===== config.mk =====
export PLATFORM = sky130hd
export DESIGN_NAME = serial_command_reply_framer
export DESIGN_NICKNAME = d
export VERILOG_FILES = /design/src/rtl/scrf_pkg.sv /design/src/rtl/scrf_core.sv /design/src/rtl/scrf_outq.sv /design/src/rtl/serial_command_reply_framer.sv
export SDC_FILE = /design/constraint.sdc
export NUM_CORES = 1
export LEC_CHECK = 0
export BUFFER_PORTS_ARGS = -buffer_cell sky130_fd_sc_hd__clkbuf_2
export CORE_AREA = 3 3 199 201
export DETAILED_ROUTE_END_ITERATION = 16
export DIE_AREA = 0 0 202 204
export PLACE_DENSITY = 0.67
export SLEW_MARGIN = 20
export SYNTH_ARGS = -nofsm -noshare
export SYNTH_HDL_FRONTEND = slang
export SYNTH_HIERARCHICAL = 1
export SYNTH_SLANG_ARGS = --single-unit

===== constraint.sdc =====
create_clock -name clk -period 9.4 [get_ports clk]
set_clock_uncertainty 0.15 [all_clocks]
set_input_delay 0.47 -clock clk [delete_from_list [all_inputs] [get_ports clk]]
set_output_delay 0.47 -clock clk [all_outputs]
set_load 0.01 [all_outputs]

===== src/rtl/scrf_pkg.sv =====
`default_nettype none

package scrf_pkg;

  // opcodes of an input transaction
  localparam logic [2:0] OP_SEND  = 3'd0;
  localparam logic [2:0] OP_CRC   = 3'd1;
  localparam logic [2:0] OP_READ  = 3'd2;
  localparam logic [2:0] OP_RX    = 3'd3;
  localparam logic [2:0] OP_TICK  = 3'd4;

  // reply forms
  localparam logic [1:0] FORM_TWO    = 2'd0;
  localparam logic [1:0] FORM_FOUR   = 2'd1;
  localparam logic [1:0] FORM_STATUS = 2'd2;
  localparam logic [1:0] FORM_ALIAS  = 2'd3;

  // config register indexes
  localparam logic [1:0] CFG_ADDR    = 2'd0;
  localparam logic [1:0] CFG_RETRY   = 2'd1;
  localparam logic [1:0] CFG_TIMEOUT = 2'd2;

  localparam logic [7:0]  ADDR_RST    = 8'd128;
  localparam logic [3:0]  RETRY_RST   = 4'd0;
  localparam logic [15:0] TIMEOUT_RST = 16'd10000;

  localparam logic [15:0] CRC_POLY = 16'h1021;

  // result queue geometry
  localparam int QDEPTH = 4;
  localparam int QAW    = 2;
  localparam int QCW    = 3;

  typedef struct packed {
    logic [7:0]  device_address;
    logic [3:0]  retry_limit;
    logic [15:0] timeout_ticks;
  } cfg_t;

  typedef struct packed {
    logic [2:0] opcode;
    logic [7:0] data_byte;
    logic       first_of_frame;
    logic [1:0] reply_form;
  } item_t;

  typedef struct packed {
    logic        tx_valid;
    logic [7:0]  tx_byte;
    logic        reply_done;
    logic        reply_ok;
    logic [31:0] reply_value;
    logic [7:0]  reply_status;
    logic        last;
  } result_t;

  // CRC-16/XMODEM, one byte, MSB first
  function automatic logic [15:0] crc_byte(input logic [15:0] c_in, input logic [7:0] b);
    logic [15:0] c;
    c = c_in ^ {b, 8'h00};
    for (int k = 0; k < 8; k++) begin
      if (c[15]) begin
        c = {c[14:0], 1'b0} ^ CRC_POLY;
      end else begin
        c = {c[14:0], 1'b0};
      end
    end
    return c;
  endfunction

endpackage

`default_nettype wire


===== src/rtl/scrf_core.sv =====
`default_nettype none

module scrf_core (
  input  wire logic             clk,
  input  wire logic             rst_n,
  input  wire scrf_pkg::cfg_t   cfg,
  input  wire scrf_pkg::item_t  item,
  input  wire logic             fire,
  output scrf_pkg::result_t     res0,
  output scrf_pkg::result_t     res1,
  output logic [1:0]            res_cnt
);

  logic [15:0] crc_r,    crc_nxt;
  logic        pend_r,   pend_nxt;
  logic [2:0]  nrx_r,    nrx_nxt;
  logic [31:0] acc_r,    acc_nxt;
  logic [7:0]  stat_r,   stat_nxt;
  logic [7:0]  crch_r,   crch_nxt;
  logic [3:0]  retry_r,  retry_nxt;
  logic [15:0] wait_r,   wait_nxt;
  logic [7:0]  cmd_r,    cmd_nxt;
  logic [1:0]  form_r,   form_nxt;

  logic [7:0]  req_cmd;
  logic [15:0] req_crc;
  logic [2:0]  rx_len;
  logic [15:0] wait_inc;
  logic        do_req;
  logic        do_fail;

  assign req_cmd  = (item.opcode == scrf_pkg::OP_READ) ? item.data_byte : cmd_r;
  assign req_crc  = scrf_pkg::crc_byte(scrf_pkg::crc_byte(16'h0000, cfg.device_address),
                                       req_cmd);
  assign rx_len   = (form_r == scrf_pkg::FORM_TWO)  ? 3'd2 :
                    (form_r == scrf_pkg::FORM_FOUR) ? 3'd4 : 3'd5;
  assign wait_inc = wait_r + 16'd1;

  always_comb begin
    crc_nxt   = crc_r;
    pend_nxt  = pend_r;
    nrx_nxt   = nrx_r;
    acc_nxt   = acc_r;
    stat_nxt  = stat_r;
    crch_nxt  = crch_r;
    retry_nxt = retry_r;
    wait_nxt  = wait_r;
    cmd_nxt   = cmd_r;
    form_nxt  = form_r;
    res0      = '0;
    res1      = '0;
    res_cnt   = 2'd0;
    do_req    = 1'b0;
    do_fail   = 1'b0;

    unique case (item.opcode)
      scrf_pkg::OP_SEND: begin
        crc_nxt = scrf_pkg::crc_byte(item.first_of_frame ? 16'h0000 : crc_r,
                                     item.data_byte);
        res0.tx_valid = 1'b1;
        res0.tx_byte  = item.data_byte;
        res0.last     = 1'b1;
        res_cnt       = 2'd1;
      end
      scrf_pkg::OP_CRC: begin
        res0.tx_valid = 1'b1;
        res0.tx_byte  = crc_r[15:8];
        res1.tx_valid = 1'b1;
        res1.tx_byte  = crc_r[7:0];
        res1.last     = 1'b1;
        res_cnt       = 2'd2;
      end
      scrf_pkg::OP_READ: begin
        cmd_nxt   = item.data_byte;
        form_nxt  = (item.reply_form == scrf_pkg::FORM_ALIAS) ? scrf_pkg::FORM_STATUS
                                                               : item.reply_form;
        retry_nxt = cfg.retry_limit;
        do_req    = 1'b1;
      end
      scrf_pkg::OP_RX: begin
        if (pend_r) begin
          wait_nxt = 16'h0000;
          if (nrx_r < rx_len) begin
            crc_nxt = scrf_pkg::crc_byte(crc_r, item.data_byte);
            if (nrx_r < 3'd4) begin
              acc_nxt = {acc_r[23:0], item.data_byte};
            end else begin
              stat_nxt = item.data_byte;
            end
            nrx_nxt = nrx_r + 3'd1;
          end else if (nrx_r == rx_len) begin
            crch_nxt = item.data_byte;
            nrx_nxt  = nrx_r + 3'd1;
          end else if ({crch_r, item.data_byte} == crc_r) begin
            pend_nxt          = 1'b0;
            nrx_nxt           = 3'd0;
            res0.reply_done   = 1'b1;
            res0.reply_ok     = 1'b1;
            res0.reply_value  = acc_r;
            res0.reply_status = (form_r == scrf_pkg::FORM_STATUS) ? stat_r : 8'h00;
            res0.last         = 1'b1;
            res_cnt           = 2'd1;
          end else begin
            do_fail = 1'b1;
          end
        end
      end
      scrf_pkg::OP_TICK: begin
        if (pend_r) begin
          wait_nxt = wait_inc;
          if (wait_inc >= cfg.timeout_ticks) begin
            do_fail = 1'b1;
          end
        end
      end
      default: begin
      end
    endcase

    if (do_fail) begin
      if (retry_r != 4'd0) begin
        retry_nxt = retry_r - 4'd1;
        do_req    = 1'b1;
      end else begin
        pend_nxt        = 1'b0;
        nrx_nxt         = 3'd0;
        wait_nxt        = 16'h0000;
        res0.reply_done = 1'b1;
        res0.last       = 1'b1;
        res_cnt         = 2'd1;
      end
    end

    if (do_req) begin
      crc_nxt       = req_crc;
      nrx_nxt       = 3'd0;
      acc_nxt       = 32'h0;
      stat_nxt      = 8'h00;
      crch_nxt      = 8'h00;
      wait_nxt      = 16'h0000;
      pend_nxt      = 1'b1;
      res0          = '0;
      res0.tx_valid = 1'b1;
      res0.tx_byte  = cfg.device_address;
      res1          = '0;
      res1.tx_valid = 1'b1;
      res1.tx_byte  = req_cmd;
      res1.last     = 1'b1;
      res_cnt       = 2'd2;
    end
  end

  always_ff @(posedge clk) begin
    if (!rst_n) begin
      crc_r   <= '0;
      pend_r  <= 1'b0;
      nrx_r   <= '0;
      acc_r   <= '0;
      stat_r  <= '0;
      crch_r  <= '0;
      retry_r <= '0;
      wait_r  <= '0;
      cmd_r   <= '0;
      form_r  <= '0;
    end else if (fire) begin
      crc_r   <= crc_nxt;
      pend_r  <= pend_nxt;
      nrx_r   <= nrx_nxt;
      acc_r   <= acc_nxt;
      stat_r  <= stat_nxt;
      crch_r  <= crch_nxt;
      retry_r <= retry_nxt;
      wait_r  <= wait_nxt;
      cmd_r   <= cmd_nxt;
      form_r  <= form_nxt;
    end
  end

endmodule

`default_nettype wire


===== src/rtl/scrf_outq.sv =====
`default_nettype none

module scrf_outq (
  input  wire logic               clk,
  input  wire logic               rst_n,
  input  wire logic [1:0]         push_cnt,
  input  wire scrf_pkg::result_t  push0,
  input  wire scrf_pkg::result_t  push1,
  input  wire logic               pop,
  output scrf_pkg::result_t       head,
  output logic                    head_valid,
  output logic                    has_room,
  output logic [scrf_pkg::QCW-1:0] count
);

  localparam int AW = scrf_pkg::QAW;
  localparam int CW = scrf_pkg::QCW;

  scrf_pkg::result_t mem [scrf_pkg::QDEPTH];

  logic [AW-1:0] wptr_r, wptr_nxt, rptr_r, rptr_nxt, wptr_p1;
  logic [CW-1:0] cnt_r, cnt_nxt;

  assign wptr_p1    = wptr_r + AW'(1);
  assign wptr_nxt   = wptr_r + AW'(push_cnt);
  assign rptr_nxt   = rptr_r + AW'(pop);
  assign cnt_nxt    = cnt_r + CW'(push_cnt) - CW'(pop);
  // room for a full two-result push
  assign has_room   = (cnt_r <= CW'(scrf_pkg::QDEPTH - 2));
  assign head_valid = (cnt_r != '0);
  assign head       = mem[rptr_r];
  assign count      = cnt_r;

  always_ff @(posedge clk) begin
    if (push_cnt != 2'd0) begin
      mem[wptr_r] <= push0;
    end
    if (push_cnt == 2'd2) begin
      mem[wptr_p1] <= push1;
    end
  end

  always_ff @(posedge clk) begin
    if (!rst_n) begin
      wptr_r <= '0;
      rptr_r <= '0;
      cnt_r  <= '0;
    end else begin
      wptr_r <= wptr_nxt;
      rptr_r <= rptr_nxt;
      cnt_r  <= cnt_nxt;
    end
  end

endmodule

`default_nettype wire


===== src/rtl/serial_command_reply_framer.sv =====
`default_nettype none

// Serial command/reply framer with CRC-16/XMODEM (poly 0x1021, init 0).
// Each input transaction is one opcode: send byte, append CRC (high then low),
// read request (address + command out, then collect the reply), received byte,
// or timer tick. Results leave on the out_ channel, one per transaction, with
// out_last marking the final result of an input; a transaction gives zero, one
// or two results. Timing: an accepted input waits in the input register
// until the queue has room, is processed in a single pass into a
// four-entry result queue, and its first result is offered the next cycle.
// One input is taken every cycle as long as the queue holds at most two
// results; the queue depth, drained one result per pop, is what limits a
// run of two-result inputs under a stalled output. Config writes (cfg_we)
// take effect the next cycle and are meant to be done while the block is idle.
module serial_command_reply_framer (
  input  wire logic        clk,
  input  wire logic        rst_n,
  // input channel
  input  wire logic        in_valid,
  output logic             in_ready,
  input  wire logic [2:0]  in_opcode,
  input  wire logic [7:0]  in_data_byte,
  input  wire logic        in_first_of_frame,
  input  wire logic [1:0]  in_reply_form,
  // result channel
  output logic             out_valid,
  input  wire logic        out_ready,
  output logic             out_tx_valid,
  output logic [7:0]       out_tx_byte,
  output logic             out_reply_done,
  output logic             out_reply_ok,
  output logic [31:0]      out_reply_value,
  output logic [7:0]       out_reply_status,
  output logic             out_last,
  // configuration write port
  input  wire logic        cfg_we,
  input  wire logic [1:0]  cfg_index,
  input  wire logic [15:0] cfg_wdata
);

  scrf_pkg::cfg_t    cfg_r;
  scrf_pkg::item_t   item_r;
  logic              hold_r;
  logic              adv;
  logic              q_room;
  logic              q_valid;
  logic [scrf_pkg::QCW-1:0] q_count;
  scrf_pkg::result_t res0, res1, head;
  logic [1:0]        res_cnt;
  logic [1:0]        push_cnt;

  // config registers
  always_ff @(posedge clk) begin
    if (!rst_n) begin
      cfg_r.device_address <= scrf_pkg::ADDR_RST;
      cfg_r.retry_limit    <= scrf_pkg::RETRY_RST;
      cfg_r.timeout_ticks  <= scrf_pkg::TIMEOUT_RST;
    end else if (cfg_we) begin
      unique case (cfg_index)
        scrf_pkg::CFG_ADDR:    cfg_r.device_address <= cfg_wdata[7:0];
        scrf_pkg::CFG_RETRY:   cfg_r.retry_limit    <= cfg_wdata[3:0];
        scrf_pkg::CFG_TIMEOUT: cfg_r.timeout_ticks  <= cfg_wdata;
        default: begin
        end
      endcase
    end
  end

  // input register: the held transaction moves on once the queue has room
  assign adv      = hold_r && q_room;
  assign in_ready = !hold_r || adv;

  always_ff @(posedge clk) begin
    if (!rst_n) begin
      hold_r <= 1'b0;
    end else if (in_valid && in_ready) begin
      hold_r <= 1'b1;
    end else if (adv) begin
      hold_r <= 1'b0;
    end
  end

  always_ff @(posedge clk) begin
    if (in_valid && in_ready) begin
      item_r.opcode         <= in_opcode;
      item_r.data_byte      <= in_data_byte;
      item_r.first_of_frame <= in_first_of_frame;
      item_r.reply_form     <= in_reply_form;
    end
  end

  // framing state and result generation
  scrf_core u_core (
    .clk     (clk),
    .rst_n   (rst_n),
    .cfg     (cfg_r),
    .item    (item_r),
    .fire    (adv),
    .res0    (res0),
    .res1    (res1),
    .res_cnt (res_cnt)
  );

  assign push_cnt = adv ? res_cnt : 2'd0;

  // result queue
  scrf_outq u_outq (
    .clk        (clk),
    .rst_n      (rst_n),
    .push_cnt   (push_cnt),
    .push0      (res0),
    .push1      (res1),
    .pop        (out_valid && out_ready),
    .head       (head),
    .head_valid (q_valid),
    .has_room   (q_room),
    .count      (q_count)
  );

  assign out_valid        = q_valid;
  assign out_tx_valid     = head.tx_valid;
  assign out_tx_byte      = head.tx_byte;
  assign out_reply_done   = head.reply_done;
  assign out_reply_ok     = head.reply_ok;
  assign out_reply_value  = head.reply_value;
  assign out_reply_status = head.reply_status;
  assign out_last         = head.last;

  // queue never overfills
  a_q_bound: assert property (@(posedge clk) disable iff (!rst_n)
    q_count <= scrf_pkg::QCW'(scrf_pkg::QDEPTH))
    else $error("result queue overflow");

  // a finished read carries no transmit byte and closes its input
  a_done_form: assert property (@(posedge clk) disable iff (!rst_n)
    (out_valid && out_reply_done) |-> (!out_tx_valid && out_last))
    else $error("done result malformed");

  // a failed reply reports zero value and status
  a_fail_zero: assert property (@(posedge clk) disable iff (!rst_n)
    (out_valid && out_reply_done && !out_reply_ok) |->
      (out_reply_value == 32'h0 && out_reply_status == 8'h00))
    else $error("failed reply carries data");

  // input is only back-pressured while a transaction waits for queue room
  a_stall: assert property (@(posedge clk) disable iff (!rst_n)
    !in_ready |-> (hold_r && !q_room))
    else $error("unexpected input stall");

endmodule

`default_nettype wire


==> metrics.cfg, run 1 <==
[worst_setup_path]
crit_path_max_incr_delay_ns = 0.80
timing.critical_path.required_ns = 9.44
crit_top_cell = sky130_fd_sc_hd__nand3_1
critical_path.top_delay_family = compound AO/OA/AOI/OAI gates
crit_path_cell_trace = nand3_1 -> nor4_1 -> nand3_1 -> xnor2_1 -> ha_1 -> nand2_1 -> o21ai_0 -> a311oi_1 -> o31ai_1 -> a31o_2 -> or2_2 -> and3_1 -> o21bai_1 -> o21bai_4 -> buf_4
critPathBufInv = 1
arrival_ns = 6.31
worst-setup-path-type = reg -> reg
worst_setup_path_end_kind = flop
critical_path.slowest_cell = sky130_fd_sc_hd__o31ai_1
crit_path_max_fanout = 28
timing.critical_path.from_type = flop

[finish]
filler_cell_count = 3232
drive_above_1_share = 0.287
layout-area-overhead-vs-synth_pct = 10.7
final_cell_mix = 222 x sky130_fd_sc_hd__edfxtp_1, 201 x sky130_fd_sc_hd__mux2_2, 156 x sky130_fd_sc_hd__nand2_1
finalNonFillerCells = 2130
layout_commonest_cell = sky130_fd_sc_hd__edfxtp_1
antenna_cells = 0
fin_area_um2 = 21000
layout.nets = 1654

[power]
vdd.ir_drop.worst_mv = 0.133
p_per_area_nw_per_um2 = 188
total_power_mw = 3.95
power.leakage_nw = 7.83

[route]
detail_route.wl_per_cell_um = 20.7
antenna_left = 0
post_drt_via_cell_ratio = 5.71
detailedRoute.firstPassIterationCount = 5
route.vias.total = 12157
routed_wl_um = 44200
drcViolationCount = 0
number_of_drc_violations_after_detailed_routing_iteration_0 = 854

[clock_network]
clock_tree_from_tritoncts = yes
clk-insertion-delay-late_ns = 0.54
cts_root_buf = sky130_fd_sc_hd__clkbuf_16
cts.path.max_buffers = 3
cts_htree_levels = 2
cts_post_setup_buffers_inserted = 0
numCtsBuffers = 40
tritoncts_num_sinks = 356
clk_pin_slew_ns = 0.06

[floorplan]
initial_core_util = 0.502
die_width_um = 202
io_pins = 91
core_region_area_um2 = 37800
placement_rows = 71
die_h_um = 204
die_area_um2 = 41200

[global_route]
use_met2 = 0.368
global_route.usage.total = 0.215
grt_most_used_layer = met2
m1_gr_usage = 0.287
grt_pass1_vias = 12307
use_met3 = 0.0298
global_route_wire_length_before_repair_um = 70200
antenna_violations_before_repair = 0
globalRouteOverflowTotal = 0
grt_start_max_net_pins = 94

[synthesis]
syn_avg_cell_area_um2 = 12.5
netlist_area_um2 = 19000
unique_masters_post_synth = 79
synth_edf_count = 222
synth.ff_latch_count = 356
synth_sequential_area_ratio = 0.493
ys.flop_type = sky130_fd_sc_hd__edfxtp_1
syn_inst = 1522
async_reset_ff_frac = 0
synth-warning-count = 6

[placed_design]
port_buffers = 90
gp_routability_congestion = 0.863
post_dp_cell_area_um2 = 19500
detailedPlacementHpwl_um = 28600
number_of_cells_in_the_design_after_placement = 2040

[sta]
tightest_slew_ns = 0.996
total_count_of_hold_check_failures_in_the_final_report = 0
max_slew_margin = 0.336
final-max-slew-violation-count = 0
setup_repair_after_global_routing_missed_its_margin = no
finalSetupTns_ns = 0
finalSetupViolations = 0
fmax_mhz = 160
hold-worst-slack_ns = 0.0267
timing.final.crit_period_ns = 6.27
timing.final.crit_share = 0.667

[outcome]
outcome = finished, final reports clean

[min_path]
worst_hold_path_type = in -> reg

[run]
maxCapViolCount = 0

[sequential cells by signal (all words and copies together), names as in the netlist]
signal	count
cfg_r	28
hold_r	1
item_r	14
u_core/acc_r	32
u_core/cmd_r	8
u_core/crc_r	16
u_core/crch_r	8
u_core/form_r	2
u_core/nrx_r	3
u_core/pend_r	1
u_core/retry_r	4
u_core/stat_r	8
u_core/wait_r	16
u_outq/count	3
u_outq/mem	208
u_outq/rptr_r	2
u_outq/wptr_r	2
[power breakdown]
part	internal, mW	total, mW	switching [mW]	leakage (nW)
Combinational	0.324	0.690	0.365	4.23
Clock	0.892	1.51	0.616	0.619
Sequential	1.70	1.75	0.0535	2.99
Total	2.92	3.95	1.03	7.83
[stage by stage]
stage               utilization  setup slack [ns]
floorplan                     -              1.47
global placement          0.518              3.35
detailed placement        0.518              3.12
CTS                       0.556              3.15
global route              0.556              2.64
finish                    0.556              3.13
[final cells by class]
cell class	instances	area (um^2)	share of cell area
Sequential cell	356	9350	0.446
Multi-Input combinational cell	1019	8780	0.418
Clock buffer	60	1140	0.0541
Timing Repair Buffer	130	796	0.0379
Tap cell	511	639	0.0305
Inverter	41	154	0.00733
Clock inverter	13	130	0.00620
[worst register-to-register path, cell delays in order (launching register included)]
cell	delay, ns
sky130_fd_sc_hd__dfxtp_1	0.48
sky130_fd_sc_hd__nand3_1	0.17
sky130_fd_sc_hd__nor4_1	0.59
sky130_fd_sc_hd__nand3_1	0.30
sky130_fd_sc_hd__xnor2_1	0.20
sky130_fd_sc_hd__ha_1	0.32
sky130_fd_sc_hd__nand2_1	0.06
sky130_fd_sc_hd__o21ai_0	0.27
sky130_fd_sc_hd__a311oi_1	0.12
sky130_fd_sc_hd__o31ai_1	0.80
sky130_fd_sc_hd__a31o_2	0.34
sky130_fd_sc_hd__or2_2	0.12
sky130_fd_sc_hd__and3_1	0.42
sky130_fd_sc_hd__o21bai_1	0.25
sky130_fd_sc_hd__o21bai_4	0.77
sky130_fd_sc_hd__buf_4	0.52
[what timing repair did]
action                    4_1_cts  5_1_grt
hold buffers                   17        0
gates resized for setup         0        0
hold endpoints to repair       17        0
[metal layers]
layer / wire [um] / part of all wire
met5: 0 / 0
met4: 1140 / 0.026
met3: 1920 / 0.043
met2: 22000 / 0.50
met1: 19100 / 0.43
[kinds of logic after synthesis]
| logic type | count (synthesis) | synth area share |
|---|---|---|
| adders and majority gates | 29 | 0.0195 |
| muxes | 316 | 0.217 |
| and+or+nand+nor | 343 | 0.0921 |
| xor gates and xnor gates | 105 | 0.0500 |
| buffers and inverters | 188 | 0.0560 |
| AOI/OAI and AO/OA | 184 | 0.0719 |
| other | 1 | 0.000198 |
| DFF | 356 | 0.493 |
[path summary, 6_finish.rpt]
kind / end / slack (ns) / cells after the start / startpoint
hold / removal: cfg_r[7]$_SDFFE_PN0P_ / 0.03 / 3 / cfg_wdata[7]
hold reg to reg: u_core/stat_r[3]$_SDFFE_PN0P_ / 0.31 / 2 / u_core/stat_r[3]$_SDFFE_PN0P_
setup reg to reg: u_outq/mem[2][20]$_DFFE_PP_ / 3.13 / 15 / u_core/wait_r[0]$_SDFFE_PN0P_
setup / recovery: u_outq/mem[2][20]$_DFFE_PP_ / 3.13 / 15 / u_core/wait_r[0]$_SDFFE_PN0P_
[Yosys cell counts (all sizes together), types with 4 or more instances]
cell type  instances  area [um^2]
a21oi             40          200
a22oi             19          143
a2bb2oi            4         35.0
a31oi              5         31.3
a32o              32          320
and2              40          250
and3               6         37.5
and4b              8         80.1
buf              108          762
clkbuf            39          146
dfxtp            134         2680
edfxtp           222         6670
ha                28          350
inv               41          154
mux2             211         2410
mux2i             53          531
mux4              52         1170
nand2            156          586
nand2b            11         68.8
nand3             21          105
nand4              8         50.1
nand4b             6         52.6
nor2              44          165
nor2b              5         31.3
nor3               9         55.1
nor3b              4         52.6
nor4               7         50.1
o211ai             5         37.5
o21ai             25          129
o22ai              9         56.3
o31ai              7         52.6
or2                4         25.0
or3                5         36.3
xnor2             65          569
xor2              38          333
No activity file was read; power rests on OpenSTA's default activity.
==> run 2, diff against run 1 <==
PLACE_DENSITY = 0.69   (was 0.67)
clock period = 5.66 ns   (was 9.4 ns; I/O delays follow)
==> run 2 against run 1 <==
  * Sequential cell count unchanged
  * Die area unchanged
  * Count of clock-buffer cells in the layout shrank 9
  * Fmax is 18% higher
  * Design area increased by 2.0%
  * Combinational power rose by 65%
  * Final cell count grew 1.8%
  * Wire length down 0.51%
  * Via count grew 0.77%
  * Critical endpoint is now u_outq/mem[0][45]$_DFFE_PP_
  * Largest power group unchanged
==> metrics.cfg, run 2 (same netlist as run 1, synthesis figures left out) <==
[route]
drcViolationCount = 0  ; unchanged
antenna_left = 0  ; unchanged
routed_wl_um = 43900  ; -0.51%
detail_route.wl_per_cell_um = 20.3  ; -2.3%
post_drt_via_cell_ratio = 5.65  ; -1.0%
route.vias.total = 12251  ; +0.77%
detailedRoute.firstPassIterationCount = 6  ; +1
number_of_drc_violations_after_detailed_routing_iteration_0 = 974  ; +14%

[min_path]
worst_hold_path_type = in -> reg

[global_route]
antenna_violations_before_repair = 0  ; unchanged
grt_pass1_vias = 12527  ; +1.8%
globalRouteOverflowTotal = 0  ; unchanged
grt_start_max_net_pins = 88  ; -6.4%
global_route.usage.total = 0.213  ; -0.00189
global_route_wire_length_before_repair_um = 69800  ; -0.63%
use_met3 = 0.0274  ; -0.00239
grt_most_used_layer = met2
use_met2 = 0.375  ; +0.00741
m1_gr_usage = 0.276  ; -0.0116

[sta]
timing.final.crit_period_ns = 5.30  ; -0.972 ns
finalSetupViolations = 0  ; unchanged
final-max-slew-violation-count = 0  ; unchanged
timing.final.crit_share = 0.936  ; +0.269
tightest_slew_ns = 0.912  ; -0.0843 ns
total_count_of_hold_check_failures_in_the_final_report = 0  ; unchanged
fmax_mhz = 189  ; +18%
setup_repair_after_global_routing_missed_its_margin = no
max_slew_margin = 0.392  ; +0.0562

[worst_setup_path]
worst-setup-path-type = reg -> reg
timing.critical_path.required_ns = 5.76  ; -3.68 ns
arrival_ns = 5.39  ; -0.92 ns
worst_setup_path_end_kind = flop
crit_path_max_fanout = 22  ; -21%
timing.critical_path.from_type = flop

[power]
power.leakage_nw = 8.01  ; +2.3%
vdd.ir_drop.worst_mv = 0.269  ; +100%
p_per_area_nw_per_um2 = 304  ; +61%
total_power_mw = 6.50  ; +65%

[finish]
filler_cell_count = 3134  ; -3.0%
largest_register_ff_count = 208  ; unchanged
registers.top_by_ff_count = u_outq/mem
multi_input_comb_area_um2 = 8770  ; about the same
ff_latch_area_um2 = 9350  ; unchanged
layout.nets = 1695  ; +2.5%
layout-area-overhead-vs-synth_pct = 12.9
layout_commonest_cell = sky130_fd_sc_hd__edfxtp_1
fin_area_um2 = 21400  ; +2.0%
final_cell_mix = 222 x sky130_fd_sc_hd__edfxtp_1, 201 x sky130_fd_sc_hd__mux2_2, 156 x sky130_fd_sc_hd__nand2_1
registers_with_the_highest_flip_flop_counts = u_outq/mem (208), u_core/acc_r (32), cfg_r (28)
drive_above_1_share = 0.293  ; +0.00531
antenna_cells = 0  ; unchanged

[clock_network]
cts_repair_resizes = 0  ; unchanged
clock_tree_from_tritoncts = yes
cts_post_setup_buffers_inserted = 0  ; unchanged
cts.path.max_buffers = 3  ; unchanged
clk-insertion-delay-late_ns = 0.55  ; about the same
cts_root_buf = sky130_fd_sc_hd__clkbuf_16
tritoncts_num_sinks = 356  ; unchanged
cts_htree_levels = 2  ; unchanged
numCtsBuffers = 39  ; -2.5%
clk_pin_slew_ns = 0.06  ; about the same

[floorplan]
io_pins = 91  ; unchanged
core_region_area_um2 = 37800  ; unchanged
initial_core_util = 0.502  ; unchanged
placement_rows = 71  ; unchanged
die_width_um = 202  ; unchanged
die_h_um = 204  ; unchanged
die_area_um2 = 41200  ; unchanged

[outcome]
outcome = finished, final reports clean

[run]
maxCapViolCount = 0  ; unchanged

[placed_design]
detailedPlacementHpwl_um = 28800  ; +0.57%
port_buffers = 90  ; unchanged
gp_routability_congestion = 0.902  ; +4.6%
post_dp_cell_area_um2 = 19800  ; +1.4%

-- run 2: power breakdown --
group | total [mW] | internal [mW] | switching, mW | leakage (nW)
combinational | 1.14 | 0.557 | 0.587 | 4.43
sequential | 2.93 | 2.82 | 0.105 | 2.99
clock | 2.43 | 1.40 | 1.03 | 0.593
total | 6.50 | 4.77 | 1.73 | 8.01
-- run 2: repair_timing --
action                                  4_1_cts  5_1_grt
hold buffers                                 37        0
hold endpoints to repair                     42        0
endpoints found under the setup margin        0        0
-- run 2: layout make-up --
cell class	count	area share
clock buffers	51	0.0486
well taps	511	0.0299
clock inverters	19	0.00801
inverters	41	0.00719
multi-input cells	1019	0.410
flip-flops and latches	356	0.437
repair buffers	172	0.0595
-- run 2: metrics by stage --
step	setup slack [ns]	hold slack (ns)	std cells	setup TNS, ns	utilization
floorplan	-0.716	0.232	1563	-74.43	-
global placement	0.470	0.295	2062	0	0.525
detailed placement	0.396	0.299	2062	0	0.525
CTS	0.365	0.128	2169	0	0.567
global route	0.0366	0.183	2169	0	0.567
finish	0.363	0.146	2169	0	0.567
-- run 2: worst paths after layout --
check | startpoint | end | slack [ns] | cells past startpoint
max reg2reg | u_core/wait_r[0]$_SDFFE_PN0P_ | u_outq/mem[0][45]$_DFFE_PP_ | 0.36 | 18
min | out_ready | u_outq/rptr_r[0]$_SDFF_PN0_ | 0.15 | 4
max | u_core/wait_r[0]$_SDFFE_PN0P_ | u_outq/mem[0][45]$_DFFE_PP_ | 0.36 | 18
min reg2reg | cfg_r[2]$_SDFFE_PN0P_ | cfg_r[2]$_SDFFE_PN0P_ | 0.31 | 2
-- run 2: critical path, cell delays in order, from the launching register on --
cell,delay (ns)
sky130_fd_sc_hd__dfxtp_1,0.48
sky130_fd_sc_hd__nand3_1,0.17
sky130_fd_sc_hd__nor4_1,0.40
sky130_fd_sc_hd__nand3_1,0.25
sky130_fd_sc_hd__nor2_1,0.18
sky130_fd_sc_hd__xor2_1,0.22
sky130_fd_sc_hd__ha_1,0.28
sky130_fd_sc_hd__a21o_1,0.18
sky130_fd_sc_hd__a21o_1,0.16
sky130_fd_sc_hd__a21oi_1,0.19
sky130_fd_sc_hd__o31ai_1,0.10
sky130_fd_sc_hd__buf_4,0.17
sky130_fd_sc_hd__a31o_2,0.26
sky130_fd_sc_hd__or2_2,0.28
sky130_fd_sc_hd__and3_1,0.27
sky130_fd_sc_hd__buf_4,0.19
sky130_fd_sc_hd__nand4b_1,0.34
sky130_fd_sc_hd__o21ai_4,0.42
sky130_fd_sc_hd__buf_12,0.27
-- run 2: routing by layer --
layer,up-vias,share of wire
met2,322,0.50
met4,0,0.026
met1,6061,0.43
met5,-,0
li1,5794,-
met3,74,0.044
==> run 3, diff against run 2 <==
==> constraint.sdc (replaced) <==
create_clock -name clk -period 5.66 [get_ports clk]
set_clock_uncertainty 0.15 [all_clocks]
set_input_delay 0.849 -clock clk [delete_from_list [all_inputs] [get_ports clk]]
set_output_delay 0.849 -clock clk [all_outputs]
set_load 0.01 [all_outputs]
==> run 3 against run 2 <==
  * Core utilization down 0.71 points
  * Worst setup slack better by 0.032 ns
  * Critical endpoint is now u_outq/mem[0][48]$_DFFE_PP_
  * Non-clock buffer count down 37
  * Hold slack better by 0.16 ns
  * Combinational power down 4%
  * Total power up 1.9%
  * Clock power up 6%
  * Wire length down 1.4%
  * Critical path type unchanged
  * Global-route usage down 0.30 points
  * Register-to-register slack better by 0.03 ns
  * Count of clock-buffer cells in the layout up 8
==> metrics.cfg, run 3 (same netlist as run 1, synthesis figures left out) <==
[outcome]
outcome = finished, final reports clean

[global_route]
grt_pass1_vias = 12381  ; -1.2%
grt_start_max_net_pins = 88  ; unchanged
globalRouteOverflowTotal = 0  ; unchanged
global_route.usage.total = 0.210  ; -0.00297
antenna_violations_before_repair = 0  ; unchanged
global_route_wire_length_before_repair_um = 69100  ; -1.0%

[floorplan]
io_pins = 91  ; unchanged
die_area_um2 = 41200  ; unchanged
initial_core_util = 0.502  ; unchanged
die_h_um = 204  ; unchanged
core_region_area_um2 = 37800  ; unchanged
placement_rows = 71  ; unchanged
die_width_um = 202  ; unchanged

[worst_setup_path]
crit_path_max_fanout = 22  ; unchanged
worst-setup-path-type = reg -> reg
worst_setup_path_end_kind = flop
arrival_ns = 5.34  ; -0.05 ns
crit-reg2reg-launch = u_core/wait_r[0]$_SDFFE_PN0P_
timing.critical_path.from_type = flop
crit_start = u_core/wait_r[0]$_SDFFE_PN0P_
timing.critical_path.required_ns = 5.74  ; -0.02 ns

[sta]
timing.final.crit_share = 0.930  ; -0.00571
hold-worst-slack_ns = 0.305  ; +0.159 ns
setup_repair_after_global_routing_missed_its_margin = no
timing.final.crit_period_ns = 5.26  ; -0.0323 ns
finalSetupTns_ns = 0  ; unchanged
fmax_mhz = 190  ; +0.61%
max_slew_margin = 0.406  ; +0.0141
total_count_of_hold_check_failures_in_the_final_report = 0  ; unchanged
finalSetupViolations = 0  ; unchanged
tightest_slew_ns = 0.890  ; -0.0212 ns
final-max-slew-violation-count = 0  ; unchanged

[route]
route.vias.total = 12033  ; -1.8%
routed_wl_um = 43300  ; -1.4%
number_of_drc_violations_after_detailed_routing_iteration_0 = 847  ; -13%
post_drt_via_cell_ratio = 5.64  ; -0.22%
detail_route.wl_per_cell_um = 20.3  ; +0.16%
detailedRoute.firstPassIterationCount = 5  ; -1
antenna_left = 0  ; unchanged
drcViolationCount = 0  ; unchanged

[min_path]
hold_startpoint = cfg_r[1]$_SDFFE_PN0P_
worst_hold_path_type = reg -> reg

[placed_design]
gp_routability_congestion = 0.904  ; +0.13%
port_buffers = 90  ; unchanged
post_dp_cell_area_um2 = 19800  ; unchanged
detailedPlacementHpwl_um = 28800  ; +0.12%

[clock_network]
clk_pin_slew_ns = 0.06  ; about the same
cts_repair_resizes = 0  ; unchanged
tritoncts_num_sinks = 356  ; unchanged
cts_root_buf = sky130_fd_sc_hd__clkbuf_16
cts.path.max_buffers = 3  ; unchanged
clk-insertion-delay-late_ns = 0.53  ; -0.02 ns
cts_post_setup_buffers_inserted = 0  ; unchanged
numCtsBuffers = 40  ; +2.6%
cts_htree_levels = 2  ; unchanged
clock_tree_from_tritoncts = yes
hold_buffers = 0  ; -100%

[finish]
fin_area_um2 = 21100  ; -1.3%
layout.nets = 1659  ; -2.1%
layout_commonest_cell = sky130_fd_sc_hd__edfxtp_1
antenna_cells = 0  ; unchanged
final_cell_mix = 222 x sky130_fd_sc_hd__edfxtp_1, 201 x sky130_fd_sc_hd__mux2_2, 156 x sky130_fd_sc_hd__nand2_1
drive_above_1_share = 0.304  ; +0.0111
filler_cell_count = 3141  ; +0.22%
registers.top_by_ff_count = u_outq/mem
layout-area-overhead-vs-synth_pct = 11.5
largest_register_ff_count = 208  ; unchanged
registers_with_the_highest_flip_flop_counts = u_outq/mem (208), u_core/acc_r (32), cfg_r (28)

[power]
netSwitchingFraction = 0.262  ; -0.00332
power.clock.fraction = 0.389  ; +0.015
power.sequential.fraction = 0.447  ; -0.003
comb_power_share = 0.165  ; -0.011
power.switching_mw = 1.74  ; +0.64%
p_per_area_nw_per_um2 = 313  ; +3.2%
vdd.ir_drop.worst_mv = 0.237  ; -12%
power.leakage_nw = 7.93  ; -1.0%
power.internal_mw = 4.89  ; +2.4%

[run]
maxCapViolCount = 0  ; unchanged

## run 3: cell types whose count changed in the layout (fill, tap and decap cells not counted)
cell                            change
sky130_fd_sc_hd__clkbuf_16          +1
sky130_fd_sc_hd__clkbuf_8           +7
sky130_fd_sc_hd__clkinv_1           -5
sky130_fd_sc_hd__clkinv_2           -1
sky130_fd_sc_hd__clkinv_4           +2
sky130_fd_sc_hd__clkinv_8           -1
sky130_fd_sc_hd__clkinvlp_4         -1
sky130_fd_sc_hd__dlygate4sd3_1     -37
sky130_fd_sc_hd__inv_8              +1
## run 3: cell type report
cell class,count,area [um^2],area share
repair buffers,135,903,0.0427
flip-flops and latches,356,9350,0.442
inverters,41,154,0.00728
well taps,511,639,0.0302
multi-input cells,1019,8770,0.415
clock inverters,14,153,0.00722
clock buffers,59,1160,0.0550
## run 3: critical path, cell delays in order (launching register included)
cell and delay (ns):
sky130_fd_sc_hd__dfxtp_1 0.48, sky130_fd_sc_hd__nand3_1 0.17, sky130_fd_sc_hd__nor4_1 0.41, sky130_fd_sc_hd__nand3_1 0.25, sky130_fd_sc_hd__nor2_1 0.18, sky130_fd_sc_hd__xor2_1 0.21, sky130_fd_sc_hd__ha_1 0.28, sky130_fd_sc_hd__a21o_1 0.18
sky130_fd_sc_hd__a21o_1 0.17, sky130_fd_sc_hd__a21oi_1 0.20, sky130_fd_sc_hd__o31ai_1 0.10, sky130_fd_sc_hd__buf_4 0.17, sky130_fd_sc_hd__a31o_2 0.26, sky130_fd_sc_hd__or2_2 0.28, sky130_fd_sc_hd__and3_1 0.26, sky130_fd_sc_hd__buf_4 0.19
sky130_fd_sc_hd__nand4b_1 0.33, sky130_fd_sc_hd__o21ai_4 0.41, sky130_fd_sc_hd__buf_12 0.27
## run 3: worst paths after layout
path	to	slack, ns	cells after the start
worst min-delay path	cfg_r[1]$_SDFFE_PN0P_	0.31	2
worst max register to register	u_outq/mem[0][48]$_DFFE_PP_	0.40	18
worst max-delay path	u_outq/mem[0][48]$_DFFE_PP_	0.40	18
worst min register to register	cfg_r[1]$_SDFFE_PN0P_	0.31	2
## run 3: power groups by stage
stage               logic [mW]  clock network (mW)  registers [mW]
finish                    1.09                2.57            2.96
floorplan                0.875                   0            2.90
global placement          1.09                   0            3.02
CTS                       1.10                2.63            2.97
global route              1.18                2.74            2.98
detailed placement        1.10                   0            3.02
## run 3: layer usage
metal / GRT usage / wire (um) / vias to the layer above
met5: 0 / 0 / -
met4: 0.0611 / 1060 / 0
met3: 0.0314 / 2120 / 78
met2: 0.366 / 21400 / 313
met1: 0.274 / 18700 / 5915
li1: - / - / 5727
## run 3: metrics by stage
step | instances | setup slack, ns | power (mW) | util
finish | 2135 | 0.395 | 6.63 | 0.560
global route | 2135 | 0.0442 | 6.90 | 0.560
CTS | 2135 | 0.403 | 6.70 | 0.560
detailed placement | 2062 | 0.409 | 4.12 | 0.525
global placement | 2062 | 0.472 | 4.11 | 0.525
floorplan | 1563 | -0.716 | 3.78 | -
